==> src/hdl/bdpc_pkg.sv <==
// ----------------------------------------------------------------------------
// bdpc_pkg
// Shared types and constants for the button debounce and press classifier.
// ----------------------------------------------------------------------------
package bdpc_pkg;

    // Field widths
    localparam int OP_W     = 2;
    localparam int SW_W     = 3;
    localparam int EV_W     = 3;
    localparam int ST_W     = 3;
    localparam int CFG_W    = 14;
    localparam int CFG_IDX_W = 2;
    localparam int TIMER_W  = CFG_W + 1;

    // Default switch count
    localparam int NUM_SWITCHES_DEF = 7;

    // Register reset values
    localparam logic [CFG_W-1:0] BOUNCE_RST = 14'd20;
    localparam logic [CFG_W-1:0] SHORT_RST  = 14'd1000;
    localparam logic [CFG_W-1:0] LONG_RST   = 14'd2000;

    // Register indexes
    localparam logic [CFG_IDX_W-1:0] CFG_BOUNCE = 2'd0;
    localparam logic [CFG_IDX_W-1:0] CFG_SHORT  = 2'd1;
    localparam logic [CFG_IDX_W-1:0] CFG_LONG   = 2'd2;

    // Operation codes
    localparam logic [OP_W-1:0] OP_TICK  = 2'd0;
    localparam logic [OP_W-1:0] OP_EVAL  = 2'd1;
    localparam logic [OP_W-1:0] OP_CLEAR = 2'd2;

    // Machine states
    localparam logic [ST_W-1:0] ST_IDLE          = 3'd0;
    localparam logic [ST_W-1:0] ST_PRESSED       = 3'd1;
    localparam logic [ST_W-1:0] ST_BOUNCE        = 3'd2;
    localparam logic [ST_W-1:0] ST_CONFIRMED     = 3'd3;
    localparam logic [ST_W-1:0] ST_WAIT_REL      = 3'd4;
    localparam logic [ST_W-1:0] ST_WAIT_REL_LONG = 3'd5;
    localparam logic [ST_W-1:0] ST_REL_BOUNCE    = 3'd6;

    // Event codes
    localparam logic [EV_W-1:0] EV_NONE          = 3'd0;
    localparam logic [EV_W-1:0] EV_JUST_PRESSED  = 3'd1;
    localparam logic [EV_W-1:0] EV_SHORT         = 3'd2;
    localparam logic [EV_W-1:0] EV_LONG          = 3'd3;
    localparam logic [EV_W-1:0] EV_JUST_RELEASED = 3'd4;

    // Input word
    typedef struct packed {
        logic [OP_W-1:0] op;
        logic [SW_W-1:0] sw_index;
        logic            pressed;
    } t_in_item;

    // Result word
    typedef struct packed {
        logic [EV_W-1:0] event_code;
        logic [ST_W-1:0] machine_state;
    } t_out_item;

    // Timer bank control
    typedef struct packed {
        logic tick;
        logic clr;
    } t_timer_cmd;

endpackage

==> src/hdl/button_debounce_press_classifier_top.sv <==
// An accepted word is held in the input register; its result then goes to the result
// register, which drives the output. Throughput: one word per cycle while the output is
// not stalled, set by the single-pass update of the addressed switch between the two registers.
// Reset (i_rst_n low, synchronous): all switches idle, timers zero, events none,
// registers back to 20 / 1000 / 2000, both pipeline registers empty.
// ----------------------------------------------------------------------------
// button_debounce_press_classifier_top
// Debounces several push buttons and classifies short and long presses.
// ----------------------------------------------------------------------------
module button_debounce_press_classifier_top
    import bdpc_pkg::*;
#(
    parameter int NUM_SWITCHES = NUM_SWITCHES_DEF
) (
    input  logic                 i_clk,
    input  logic                 i_rst_n,
    // input channel
    input  logic                 i_in_valid,
    output logic                 o_in_stall,
    input  t_in_item             i_in_item,
    // output channel
    output logic                 o_out_valid,
    input  logic                 i_out_stall,
    output t_out_item            o_out_item,
    // configuration channel
    input  logic                 i_cfg_valid,
    output logic                 o_cfg_ready,
    input  logic [CFG_IDX_W-1:0] i_cfg_index,
    input  logic [CFG_W-1:0]     i_cfg_data
);

    localparam int IDX_W = (NUM_SWITCHES > 1) ? $clog2(NUM_SWITCHES) : 1;

    logic [CFG_W-1:0]   r_bounce;
    logic [CFG_W-1:0]   r_short;
    logic [CFG_W-1:0]   r_long;
    logic               r_in_valid;
    t_in_item           r_in;
    logic               r_out_valid;
    t_out_item          r_out;
    logic               advance;
    logic               proc;
    logic               in_accept;
    t_timer_cmd         timer_cmd;
    logic [IDX_W-1:0]   timer_idx;
    logic [TIMER_W-1:0] timer_val;
    t_out_item          result;

    // Configuration registers
    assign o_cfg_ready = 1'b1;

    always_ff @(posedge i_clk) begin
        if (!i_rst_n) begin
            r_bounce <= BOUNCE_RST;
            r_short  <= SHORT_RST;
            r_long   <= LONG_RST;
        end else if (i_cfg_valid && o_cfg_ready) begin
            unique case (i_cfg_index)
                CFG_BOUNCE: r_bounce <= i_cfg_data;
                CFG_SHORT:  r_short  <= i_cfg_data;
                CFG_LONG:   r_long   <= i_cfg_data;
                default: ;
            endcase
        end
    end

    // Pipeline handshake
    assign advance    = !r_out_valid || !i_out_stall;
    assign proc       = r_in_valid && advance;
    assign o_in_stall = r_in_valid && !advance;
    assign in_accept  = i_in_valid && !o_in_stall;

    // Input register
    always_ff @(posedge i_clk) begin
        if (!i_rst_n) begin
            r_in_valid <= 1'b0;
        end else if (in_accept) begin
            r_in_valid <= 1'b1;
        end else if (proc) begin
            r_in_valid <= 1'b0;
        end
    end

    always_ff @(posedge i_clk) begin
        if (in_accept) begin
            r_in <= i_in_item;
        end
    end

    // Result register
    always_ff @(posedge i_clk) begin
        if (!i_rst_n) begin
            r_out_valid <= 1'b0;
        end else if (advance) begin
            r_out_valid <= r_in_valid;
        end
    end

    always_ff @(posedge i_clk) begin
        if (proc) begin
            r_out <= result;
        end
    end

    assign o_out_valid = r_out_valid;
    assign o_out_item  = r_out;

    // Per-switch machines
    bdpc_switch_ctl #(
        .NUM_SWITCHES (NUM_SWITCHES)
    ) u_switch_ctl (
        .i_clk    (i_clk),
        .i_rst_n  (i_rst_n),
        .i_proc   (proc),
        .i_item   (r_in),
        .i_bounce (r_bounce),
        .i_short  (r_short),
        .i_long   (r_long),
        .i_timer  (timer_val),
        .o_cmd    (timer_cmd),
        .o_idx    (timer_idx),
        .o_result (result)
    );

    // Hold timers
    bdpc_timers #(
        .NUM_SWITCHES (NUM_SWITCHES)
    ) u_timers (
        .i_clk        (i_clk),
        .i_rst_n      (i_rst_n),
        .i_long_limit (r_long),
        .i_cmd        (timer_cmd),
        .i_idx        (timer_idx),
        .o_timer      (timer_val)
    );

endmodule

==> src/hdl/bdpc_timers.sv <==
// ----------------------------------------------------------------------------
// bdpc_timers
// Per-switch hold timers: advance all on tick, clear one on request.
// ----------------------------------------------------------------------------
module bdpc_timers
    import bdpc_pkg::*;
#(
    parameter int NUM_SWITCHES = NUM_SWITCHES_DEF,
    localparam int IDX_W = (NUM_SWITCHES > 1) ? $clog2(NUM_SWITCHES) : 1
) (
    input  logic               i_clk,
    input  logic               i_rst_n,
    input  logic [CFG_W-1:0]   i_long_limit,
    input  t_timer_cmd         i_cmd,
    input  logic [IDX_W-1:0]   i_idx,
    output logic [TIMER_W-1:0] o_timer
);

    logic [TIMER_W-1:0] r_timer [NUM_SWITCHES];
    logic [TIMER_W-1:0] n_timer [NUM_SWITCHES];

    // Next timer values: saturate one past the long limit
    always_comb begin
        for (int i = 0; i < NUM_SWITCHES; i++) begin
            n_timer[i] = r_timer[i];
            if (i_cmd.clr && (i_idx == IDX_W'(i))) begin
                n_timer[i] = '0;
            end else if (i_cmd.tick && (r_timer[i] <= {1'b0, i_long_limit})) begin
                n_timer[i] = r_timer[i] + 1'b1;
            end
        end
    end

    always_ff @(posedge i_clk) begin
        for (int i = 0; i < NUM_SWITCHES; i++) begin
            if (!i_rst_n) begin
                r_timer[i] <= '0;
            end else begin
                r_timer[i] <= n_timer[i];
            end
        end
    end

    // Read the addressed switch's timer
    assign o_timer = r_timer[i_idx];

endmodule

==> src/hdl/bdpc_switch_ctl.sv <==
// ----------------------------------------------------------------------------
// bdpc_switch_ctl
// Per-switch press state machines and event codes; steps the addressed switch.
// ----------------------------------------------------------------------------
module bdpc_switch_ctl
    import bdpc_pkg::*;
#(
    parameter int NUM_SWITCHES = NUM_SWITCHES_DEF,
    localparam int IDX_W = (NUM_SWITCHES > 1) ? $clog2(NUM_SWITCHES) : 1
) (
    input  logic               i_clk,
    input  logic               i_rst_n,
    input  logic               i_proc,
    input  t_in_item           i_item,
    input  logic [CFG_W-1:0]   i_bounce,
    input  logic [CFG_W-1:0]   i_short,
    input  logic [CFG_W-1:0]   i_long,
    input  logic [TIMER_W-1:0] i_timer,
    output t_timer_cmd         o_cmd,
    output logic [IDX_W-1:0]   o_idx,
    output t_out_item          o_result
);

    logic [ST_W-1:0] r_state [NUM_SWITCHES];
    logic [EV_W-1:0] r_event [NUM_SWITCHES];

    logic            sw_ok;
    logic [IDX_W-1:0] idx;
    logic [ST_W-1:0] cur_state;
    logic [EV_W-1:0] cur_event;
    logic [ST_W-1:0] n_state;
    logic [EV_W-1:0] n_event;
    logic            timer_clr;
    logic            do_eval;
    logic            do_clear;

    assign sw_ok     = (32'(i_item.sw_index) < NUM_SWITCHES);
    assign idx       = IDX_W'(i_item.sw_index);
    assign cur_state = r_state[idx];
    assign cur_event = r_event[idx];
    assign do_eval   = i_proc && sw_ok && (i_item.op == OP_EVAL);
    assign do_clear  = i_proc && sw_ok && (i_item.op == OP_CLEAR);

    // Step the addressed machine
    always_comb begin
        n_state   = cur_state;
        n_event   = cur_event;
        timer_clr = 1'b0;
        unique case (i_item.op)
            OP_EVAL: begin
                unique case (cur_state)
                    ST_PRESSED: begin
                        timer_clr = 1'b1;
                        n_state   = ST_BOUNCE;
                    end
                    ST_BOUNCE: begin
                        if (i_timer >= {1'b0, i_bounce}) begin
                            n_state = i_item.pressed ? ST_CONFIRMED : ST_IDLE;
                        end else if (!i_item.pressed) begin
                            n_state = ST_IDLE;
                        end
                    end
                    ST_CONFIRMED: begin
                        timer_clr = 1'b1;
                        n_state   = ST_WAIT_REL;
                        n_event   = EV_JUST_PRESSED;
                    end
                    ST_WAIT_REL: begin
                        if (!i_item.pressed) begin
                            n_event   = (i_timer < {1'b0, i_short}) ? EV_SHORT : EV_LONG;
                            timer_clr = 1'b1;
                            n_state   = ST_REL_BOUNCE;
                        end else if (i_timer > {1'b0, i_long}) begin
                            n_event = EV_LONG;
                            n_state = ST_WAIT_REL_LONG;
                        end
                    end
                    ST_WAIT_REL_LONG: begin
                        if (!i_item.pressed) begin
                            timer_clr = 1'b1;
                            n_state   = ST_REL_BOUNCE;
                        end
                    end
                    ST_REL_BOUNCE: begin
                        if (i_timer >= {1'b0, i_bounce}) begin
                            n_event = EV_JUST_RELEASED;
                            n_state = ST_IDLE;
                        end
                    end
                    default: begin
                        // idle, and any code that cannot arise
                        n_state = i_item.pressed ? ST_PRESSED : ST_IDLE;
                    end
                endcase
            end
            OP_CLEAR: n_event = EV_NONE;
            default: ;
        endcase
    end

    // Hold state and event arrays
    always_ff @(posedge i_clk) begin
        for (int i = 0; i < NUM_SWITCHES; i++) begin
            if (!i_rst_n) begin
                r_state[i] <= ST_IDLE;
                r_event[i] <= EV_NONE;
            end else if ((do_eval || do_clear) && (idx == IDX_W'(i))) begin
                r_state[i] <= n_state;
                r_event[i] <= n_event;
            end
        end
    end

    // Drive timer bank
    assign o_cmd.tick = i_proc && (i_item.op == OP_TICK);
    assign o_cmd.clr  = do_eval && timer_clr;
    assign o_idx      = idx;

    // Report the addressed switch after the step
    assign o_result.event_code    = sw_ok ? n_event : EV_NONE;
    assign o_result.machine_state = sw_ok ? n_state : ST_IDLE;

endmodule

==> config.mk <==
export PLATFORM = sky130hd
export DESIGN_NAME = button_debounce_press_classifier_top
export DESIGN_NICKNAME = d
export VERILOG_FILES = /design/src/hdl/bdpc_pkg.sv /design/src/hdl/button_debounce_press_classifier_top.sv /design/src/hdl/bdpc_timers.sv /design/src/hdl/bdpc_switch_ctl.sv
export SDC_FILE = /design/constraint.sdc
export NUM_CORES = 1
export LEC_CHECK = 0
export ABC_CLOCK_PERIOD_IN_PS = 4130
export BUFFER_PORTS_ARGS = -buffer_cell sky130_fd_sc_hd__clkbuf_2
export CAP_MARGIN = 20
export CORE_ASPECT_RATIO = 1.2
export CORE_MARGIN = 3
export CORE_UTILIZATION = 30
export DETAILED_ROUTE_END_ITERATION = 10
export PLACE_DENSITY_LB_ADDON = 0.08
export SETUP_SLACK_MARGIN = 0.1
export SLEW_MARGIN = 0
export SYNTH_ARGS = -nofsm -noshare
export SYNTH_HDL_FRONTEND = slang
export SYNTH_SLANG_ARGS = --single-unit
==> constraint.sdc <==
create_clock -name i_clk -period 4.13 [get_ports i_clk]
set_input_delay 0 -clock i_clk [delete_from_list [all_inputs] [get_ports i_clk]]
set_output_delay 0 -clock i_clk [all_outputs]
set_load 0.05 [all_outputs]
Word-level counts from Yosys, hierarchy flattened --
Memory sizes are Yosys's and may differ from the RTL's. A register that Yosys moved wholly into a read port is not among the register bits. Index checks and enable logic that the tools add are counted.
Word-level totals: memories 3, output and inout bits 9, input bits 27, bits in registers 56, logic and storage cells 194, RAM bits 147
Memories:
- u_timers.r_timer | words 7, bits a word 15, rd ports 8, clocked after Yosys merged registers in 1, wr ports 7, line bdpc_timers.sv:19 | logic [TIMER_W-1:0] r_timer [NUM_SWITCHES];
- u_switch_ctl.r_event | words 7, bits a word 3, rd ports 1, clocked after Yosys merged registers in 1, wr ports 7, line bdpc_switch_ctl.sv:25 | logic [EV_W-1:0] r_event [NUM_SWITCHES];
- u_switch_ctl.r_state | words 7, bits a word 3, rd ports 1, clocked after Yosys merged registers in 1, wr ports 7, line bdpc_switch_ctl.sv:24 | logic [ST_W-1:0] r_state [NUM_SWITCHES];
Cells by class: multiplexer cells 82, order comparisons 11, bitwise logic cells 21, $add $sub $neg 7, reductions and logical operators 44, equality and inequality tests 16
Operators with widths (count):
- $mux 15 | 21
- $add 15x1->15 const B | 7
- $le 15x14->1 | 7
- $mux 3 | 27
- $logic_and 1x1->1 | 29
- $mux 1 | 29
- $or 1x1->1 | 21
- $eq 3x3->1 const B | 6
- $pmux 3 s6 | 1
- $ge 15x14->1 | 1
- $gt 15x14->1 | 1
- $lt 15x14->1 | 1
- $eq 3x2->1 const B | 4
- $pmux 3 s3 | 1
- $eq 3x1->1 const B | 2
- $pmux 3 s2 | 1
- $reduce_and 2->1 | 3
- $eq 2x1->1 const B | 2
- $eq 2x2->1 const B | 2
- $logic_not 1->1 | 4
- $logic_not 2->1 | 2
- $reduce_or 2->1 | 2
- $logic_not 3->1 | 1
- $lt 3x3->1 const B | 1
- 4 further kinds | 5

Longest topological paths before layout --
Gate-level depths: netlist of run 1.
depth in word-level cells 11, depth in mapped cells 17, mapped depth without buffers 12

By module --
Synthesis of run 1 repeated with hierarchy kept, for this count alone.
Unflattened totals: cell total of the unflattened synthesis 1520, area, all modules 13800.7 um^2
Modules (own cells, without submodules):
- bdpc_timers | instances 1, area each 7947.6 um^2, cells an instance 947, sequential area each 2102.0 um^2
- bdpc_switch_ctl | instances 1, area each 3718.6 um^2, cells an instance 383, sequential area each 1261.2 um^2
- button_debounce_press_classifier_top | instances 1, area each 2134.5 um^2, cells an instance 190, sequential area each 1241.2 um^2

Worst setup path after synthesis of run 1 --
OpenSTA, ideal clock, no wires.
path kind reg2reg, from register (tool-made name), to register r_out (netlist bit o_out_item[3]), data pin, library setup time 0.255 ns, stages on the path, launching flop included 17, buffers on the path 4, required time 3.875 ns, arrival time 3.775 ns, setup slack 0.100 ns, clock period less this slack 4.030 ns, path through dfxtp_1 -> buf_2 -> buf_2 -> buf_2 -> buf_2 -> mux2i_1 -> o21ai_0 -> mux2_2 -> ha_1 -> a211o_1 -> o211ai_1 -> a31oi_1 -> o31ai_1 -> nand2_1 -> o211ai_1 -> o311ai_1 -> and2_1
RTL lines:
- to (signal assigned) | line button_debounce_press_classifier_top.sv:101 | r_out <= result;
- to (decl) | line button_debounce_press_classifier_top.sv:40 | t_out_item r_out;

==> run summary, run 1 <==
critical path capture point type = register
Area Overhead vs Synth = 16.0%
CP peak stage delay = 0.58 ns
Leak = 6.15 nW
H-tree lvl count = 1
#FFs+latches synth = 206
metal3 WL = 1880 um
Final Max Slew Viols = 0
clock latency on the worst-skew pair = 0.57 ns
CTS root buf = clkbuf_16
Die Span Y = 236 um
Total Wirelength = 44,500 um
post-route cell area = 15,400 sq um
total CTS buffers = 28
Die X = 198 um
Initial Utilization = 0.307
WL met2 = 21,800 um
Buffers on Ports = 34
Hold Fails Final Rpt = 0
CTS Sinks = 206
worst rel slew slack = 0.441
cell count after synthesis = 1,467
Reg clk slew, reported paths = 0.06 ns
met1 WL = 19,200 um
CTS tree = done
io pins = 36
ANT cells = 0
proportion of layout cells with a drive suffix above 1 = 0.115
Tmin final = 3.84 ns
RR Endpoint = o_out_item[3]
setup TNS = 0 ns
Detailed Routing Iterations Pass 1 = 5
Slowest-stage cell, CP = mux4_2
syn nets = 1,643
Overall Global Routing Usage = 0.191
Place WS = 0.109 ns
Core Rows = 83
Mapped Area = 13,300 sq um
final net count = 1,718
reg2reg path depth = 13
area of the core = 43,200 sq um
leading cell type in the layout, fill and taps excluded = nand2_1
Mean Syn Cell Area = 9.05 sq um
reg2reg setup slack = 0.29 ns
DP Area = 14,200 sq um
Final WS setup = 0.295 ns
maximum VDD drop = 0.288 mV
Synth cell types = 82
clk buf depth = 3
detailed-route via count = 11,000
Post-synth EDFFs = 54
routed vias/inst = 5.22
Final Cycle Share = 0.929
measured slew at the worst slew-check pin = 0.830 ns
die area = 46,800 sq um
worst hold stages = 3
Routed WL per cell = 21.1 um
total global routing overflow = 0
largest net degree at the start of global routing = 46
yosys warns = 0
status = finished clean
most frequent cells in the layout = nand2_1, dfxtp_1, ha_1
FMAX = 0.261 GHz
kind of critical path = register to register
worst clock skew = 0.0125 ns
vias in the first global route = 11,100
most used flip-flop cell after synthesis = dfxtp_1
final setup vio count = 0
WHS Endpoint = u_timers.r_timer[0][12]
CP arrival = 4.16 ns
RSZ-0062 raised after global routing = false
Critical Path, Cell by Cell = buf_12, mux4_2, mux2_2, ha_1, a21o_1, a21oi_1, o21ai_0, o31ai_2, buf_4, nand2_1, o211ai_1, o311ai_2, and2_1
min-delay src = i_rst_n
PwrDens = 332 nW/um^2
initial antenna violation count = 0
# Post-CTS Setup Buffers = 0
Hold Path Class = input port to register
antenna-violating nets left = 0
drt drc = 0
Max Fanout on Critical Path = 30
Async SR Flop Fraction = 0
max-capacitance violation count = 0
Seq/Total Area, Yosys = 0.351
gpl congestion = 0.849
DR iter-0 viols = 565
DP HPWL = 33,000 um
highest routed layer = met4
first-pass GRT wire length = 68,300 um
Critical Path RT = 4.45 ns
Startpoint Class = register
[cell usage after synthesis (all sizes together), types with 4 or more instances]
| cell | count | area (sq um) |
|---|---|---|
| nor4 | 11 | 75.1 |
| o21a | 5 | 37.5 |
| dfxtp | 152 | 3040 |
| a211oi | 9 | 67.6 |
| nand4 | 35 | 240 |
| a21boi | 30 | 236 |
| o22ai | 7 | 50.1 |
| edfxtp | 54 | 1620 |
| nand3b | 4 | 30.0 |
| o31ai | 15 | 138 |
| mux2 | 19 | 214 |
| nor3 | 31 | 160 |
| mux2i | 38 | 380 |
| clkbuf | 34 | 128 |
| xnor2 | 55 | 482 |
| buf | 19 | 108 |
| a31oi | 10 | 62.6 |
| and4 | 6 | 52.6 |
| and2 | 10 | 62.6 |
| mux4 | 16 | 360 |
| o21ai | 57 | 285 |
| nor2 | 138 | 521 |
| nor2b | 27 | 169 |
| ha | 149 | 1860 |
| a21o | 25 | 188 |
| nand4b | 5 | 43.8 |
| nor3b | 8 | 60.1 |
| or3 | 18 | 113 |
| nand3 | 44 | 220 |
| nand2b | 12 | 75.1 |
| xor2 | 15 | 131 |
| inv | 84 | 315 |
| a21oi | 66 | 330 |
| nand2 | 160 | 611 |
| or4 | 8 | 60.1 |
| o211ai | 25 | 206 |
| and3 | 22 | 138 |
[timing repair]
action / in CTS / in global routing
hold buffers: 25 / 1
gates cloned: 0 / 0
resized for setup: 1 / 3
endpoints found under the hold margin: 59 / 1
endpoints found under the setup margin: 1 / 10
[how the worst max path moves through the flow]
| stage | start | cells after the start | slack [ns] | end |
|---|---|---|---|---|
| final | register | 13 | 0.29 | o_out_item[3] |
| after global routing | register | 13 | 0.13 | o_out_item[3] |
| after CTS | register | 13 | 0.17 | o_out_item[3] |
| after detailed placement | register | 13 | 0.11 | o_out_item[0] |
| after global placement | register | 13 | 0.24 | o_out_item[0] |
| after floorplan | register | 16 | 0.10 | o_out_item[3] |
[cell families (layout without fill, tap and decap cells)]
group | count (synthesis) | count (layout) | synth area share
fa+ha+maj | 149 | 149 | 0.140
other cells | 1 | 1 | 0.000282
mux | 73 | 73 | 0.0719
simple gates | 550 | 550 | 0.205
compound gates | 281 | 281 | 0.143
xor+xnor | 70 | 70 | 0.0462
flops | 206 | 206 | 0.351
buf+inv | 137 | 233 | 0.0415
[flip-flops by register name, indices dropped and copies added, names as in the netlist, named ones only]
register	flops
r_in_valid	1
r_long	14
u_switch_ctl.r_event	21
o_out_valid	1
r_in	6
u_switch_ctl.r_state	21
u_timers.r_timer	105
o_out_item	6
r_short	14
r_bounce	14
[where the power goes]
group	switching [mW]	leakage (nW)	internal [mW]
Sequential	0.0351	1.78	2.12
Clock	0.982	0.435	1.44
Combinational	0.350	3.93	0.195
Total	1.37	6.15	3.75
[critical path, delay by kind of cell, from the launching register on]
kind | cells | cell delay [ns]
AOI/OAI and AO/OA | 6 | 1.30
muxes | 2 | 0.93
buffers and inverters | 2 | 0.42
DFF | 1 | 0.34
adders and majority gates | 1 | 0.31
and+or+nand+nor | 2 | 0.29
[layout make-up]
cell class / count / area [sq um]
inverter: 84 / 315
tap: 552 / 691
multi-input combinational: 1124 / 8080
sequential: 206 / 4670
clock inverter: 13 / 120
fill: 4461 / 27800
timing repair buffer: 98 / 736
clock buffer: 38 / 779
[routing by layer]
layer / track usage / vias to the layer above
li1: - / 5451
met2: 0.329 / 214
met1: 0.243 / 5298
met4: 0.0684 / 0
met5: 0 / -
met3: 0.0273 / 70
[stage by stage]
step                 util  power (mW)  hold WS (ns)  std cells
floorplan               -        2.53        0.0989       1467
global placement    0.328        2.72         0.183       2036
finish              0.356        5.12        0.0773       2115
global route        0.356        5.33         0.133       2115
CTS                 0.356        5.20        0.0187       2113
detailed placement  0.329        2.73         0.180       2037
(Power assumes the default switching activity.)
==> run 2: changes to the inputs <==
ABC_AREA = 1   (was not set)
==> run 2 against run 1 <==
Clock power fell by 7%. Sequential share of layout area fell by 1.2 points. Clock-buffer cell count is 3 lower. Combinational power rose by 54%. Register-to-register slack gained 0.25 ns. Die area is 5.5% higher. Highest routed layer unchanged. Design area rose by 4.2%.
==> run summary, run 2 <==
Detailed Routing Iterations Pass 1 = 5 (unchanged)
Overall Global Routing Usage = 0.195 (+0.00374)
vias in the first global route = 12,700 (+15%)
max FFs per register = 105 (unchanged)
die area = 49,400 sq um (+5.5%)
CTS tree = done
Mapped Area = 14,000 sq um (+5.6%)
Hold Path Class = input port to register
Mean Syn Cell Area = 7.26 sq um (-20%)
io pins = 36 (unchanged)
# Post-CTS Setup Buffers = 0 (unchanged)
DP HPWL = 36,400 um (+10%)
detailed-route via count = 13,300 (+21%)
Tmin final = 3.59 ns (-0.248 ns)
leading cell type in the layout, fill and taps excluded = nand2_1
gpl congestion = 0.893 (+5.3%)
clk buf depth = 3 (unchanged)
cell count after synthesis = 1,932 (+32%)
Cell Int Power = 3.65 mW (-2.8%)
Post-synth EDFFs = 54 (unchanged)
area of the core = 46,100 sq um (+6.6%)
Area Overhead vs Synth = 14.4%
Flop pwr share = 0.410 (-0.011)
Inst Count DP = 2,546 (+25%)
CTS Sinks = 206 (unchanged)
routed vias/inst = 5.08 (-2.7%)
Seq/Total Area, Yosys = 0.333 (-0.0187)
largest net degree at the start of global routing = 53 (+15%)
part of the power in the clock network = 0.431 (-0.042)
syn nets = 2,108 (+28%)
initial antenna violation count = 0 (unchanged)
final setup vio count = 0 (unchanged)
drt drc = 0 (unchanged)
proportion of layout cells with a drive suffix above 1 = 0.0711 (-0.0434)
Async SR Flop Fraction = 0 (unchanged)
Critical Path, Cell by Cell = buf_12, nand2_1, o21ai_0, o21ai_0, o21ai_0, ha_1, a21o_1, a21oi_1, o211ai_1, inv_1, nand4_1, nand2_1, nand2_1, nand3_1, nand2_2, a21oi_1
Leak = 6.31 nW (+2.5%)
worst rel slew slack = 0.417 (-0.0235)
measured slew at the worst slew-check pin = 0.865 ns (+0.0349 ns)
Reg clk slew, reported paths = 0.06 ns (about the same)
most used flip-flop cell after synthesis = dfxtp_1
critical path capture point type = register
max-capacitance violation count = 0 (unchanged)
Die X = 203 um (+2.7%)
clock latency on the worst-skew pair = 0.56 ns (about the same)
CP delay by family, top = compound AO/OA/AOI/OAI gates
most common cell in the netlist = nand2_1
Max Fanout on Critical Path = 52 (+73%)
antenna-violating nets left = 0 (unchanged)
Layout Cells excl Fill = 2,628 (+24%)
H-tree lvl count = 1 (unchanged)
DR iter-0 viols = 855 (+51%)
ANT cells = 0 (unchanged)
FMAX = 0.279 GHz (+6.9%)
first-pass GRT wire length = 75,000 um (+9.7%)
maximum VDD drop = 0.268 mV (-7.0%)
CTS root buf = clkbuf_16
CTS Hold Bufs = 33 (+32%)
Critical Path RT = 4.53 ns (+0.08 ns)
Comb power frac = 0.159 (+0.052)
Final Max Slew Viols = 0 (unchanged)
Core Rows = 86 (+3.6%)
area leader, netlist = dfxtp_1
switch share = 0.307 (+0.0398)
Routed WL per cell = 18.8 um (-11%)
Final Cycle Share = 0.869 (-0.0600)
Hold Fails Final Rpt = 0 (unchanged)
most frequent cells in the layout = nand2_1, a21oi_1, inv_1
Initial Utilization = 0.304 (-0.00284)
post-cts resize count = 0 (-1)
kind of critical path = register to register
worst clock skew = 0.0131 ns (+0.000639 ns)
Buffers on Ports = 34 (unchanged)
Die Span Y = 243 um (+2.7%)
Post-synth top cells = nand2_1, a21oi_1, inv_1, o21ai_0, dfxtp_1
#FFs+latches synth = 206 (unchanged)
Slowest-stage cell, CP = o21ai_0
PwrDens = 328 nW/um^2 (-1.4%)
top cell type's share of synthesized area = 0.217 (-0.0122)
NetSw = 1.61 mW (+18%)
buffer and inverter count on the worst path = 2 (unchanged)
setup TNS = 0 ns (unchanged)
RSZ-0062 raised after global routing = false
status = finished clean
total CTS buffers = 27 (-3.6%)
top flop regs = u_timers.r_timer (105), u_switch_ctl.r_event (21), u_switch_ctl.r_state (21)
CP peak stage delay = 0.70 ns (+0.12 ns)
total global routing overflow = 0 (unchanged)
Largest Register = u_timers.r_timer
Synth cell types = 49 (-40%)
Total Wirelength = 49,500 um (+11%)
CP arrival = 3.98 ns (-0.18 ns)
Startpoint Class = register
yosys warns = 0 (unchanged)
final net count = 2,168 (+26%)
Area contributors post-synth = dfxtp_1, ha_1, edfxtp_1
## run 2: area by class of cell
| type | instances | area [sq um] |
|---|---|---|
| well taps | 616 | 771 |
| fillers | 5049 | 30000 |
| clock buffers | 35 | 739 |
| multi-input cells | 1449 | 8250 |
| flip-flops and latches | 206 | 4670 |
| repair buffers | 96 | 731 |
| inverters | 212 | 801 |
| clock inverters | 14 | 91.3 |
## run 2: cells by family after synthesis
logic type                 Yosys count  synth area share
buffers and inverters              277            0.0798
adders and majority gates          149             0.133
other                                1          0.000267
muxes                                2           0.00143
xor gates and xnor gates            44            0.0275
DFF                                206             0.333
and+or+nand+nor                    781             0.242
AOI/OAI and AO/OA                  472             0.183
## run 2: worst register-to-register path, stage by stage (launching register included)
cell and delay [ns]:
dfxtp_4 0.53, buf_12 0.27, nand2_1 0.09, o21ai_0 0.08, o21ai_0 0.09, o21ai_0 0.70
ha_1 0.39, a21o_1 0.16, a21oi_1 0.15, o211ai_1 0.11, inv_1 0.08, nand4_1 0.15
nand2_1 0.15, nand2_1 0.06, nand3_1 0.11, nand2_2 0.15, a21oi_1 0.18
## run 2: path summary, 6_finish.rpt
| kind | start | to | slack, ns | cells past startpoint |
|---|---|---|---|---|
| worst max register to register | register | u_switch_ctl.r_event[2][0] | 0.54 | 16 |
| worst min-delay path | i_in_item[0] | r_in[0] | 0.15 | 2 |
| worst max-delay path | register | u_switch_ctl.r_event[2][0] | 0.54 | 16 |
| worst min register to register | r_short[12] | r_short[12] | 0.47 | 2 |
## run 2: through the flow
step	hold slack (ns)	instance area (sq um)	total power [mW]	util	setup slack, ns
2_1_floorplan	0.0989	14000	2.74	-	0.948
6_report	0.155	16000	5.26	0.348	0.543
3_3_place_gp	0.178	14900	3.01	0.323	0.677
5_1_grt	0.156	16000	5.50	0.348	0.296
4_1_cts	0.139	16000	5.32	0.348	0.624
3_5_place_dp	0.179	14900	3.02	0.323	0.641
## run 2: metal layers
layer	track usage	vias up	wire length [um]
met5	0	-	0
met2	0.349	283	24600
met4	0.0563	0	1380
met3	0.0216	76	2120
li1	-	6741	-
met1	0.246	6241	21400
## run 2: power by group through the flow
| stage | logic, mW | clock network, mW | registers (mW) |
|---|---|---|---|
| after global routing | 0.940 | 2.40 | 2.16 |
| after floorplan | 0.539 | 0 | 2.20 |
| final | 0.839 | 2.26 | 2.16 |
| after detailed placement | 0.815 | 0 | 2.20 |
| after global placement | 0.813 | 0 | 2.20 |
| after CTS | 0.841 | 2.32 | 2.16 |
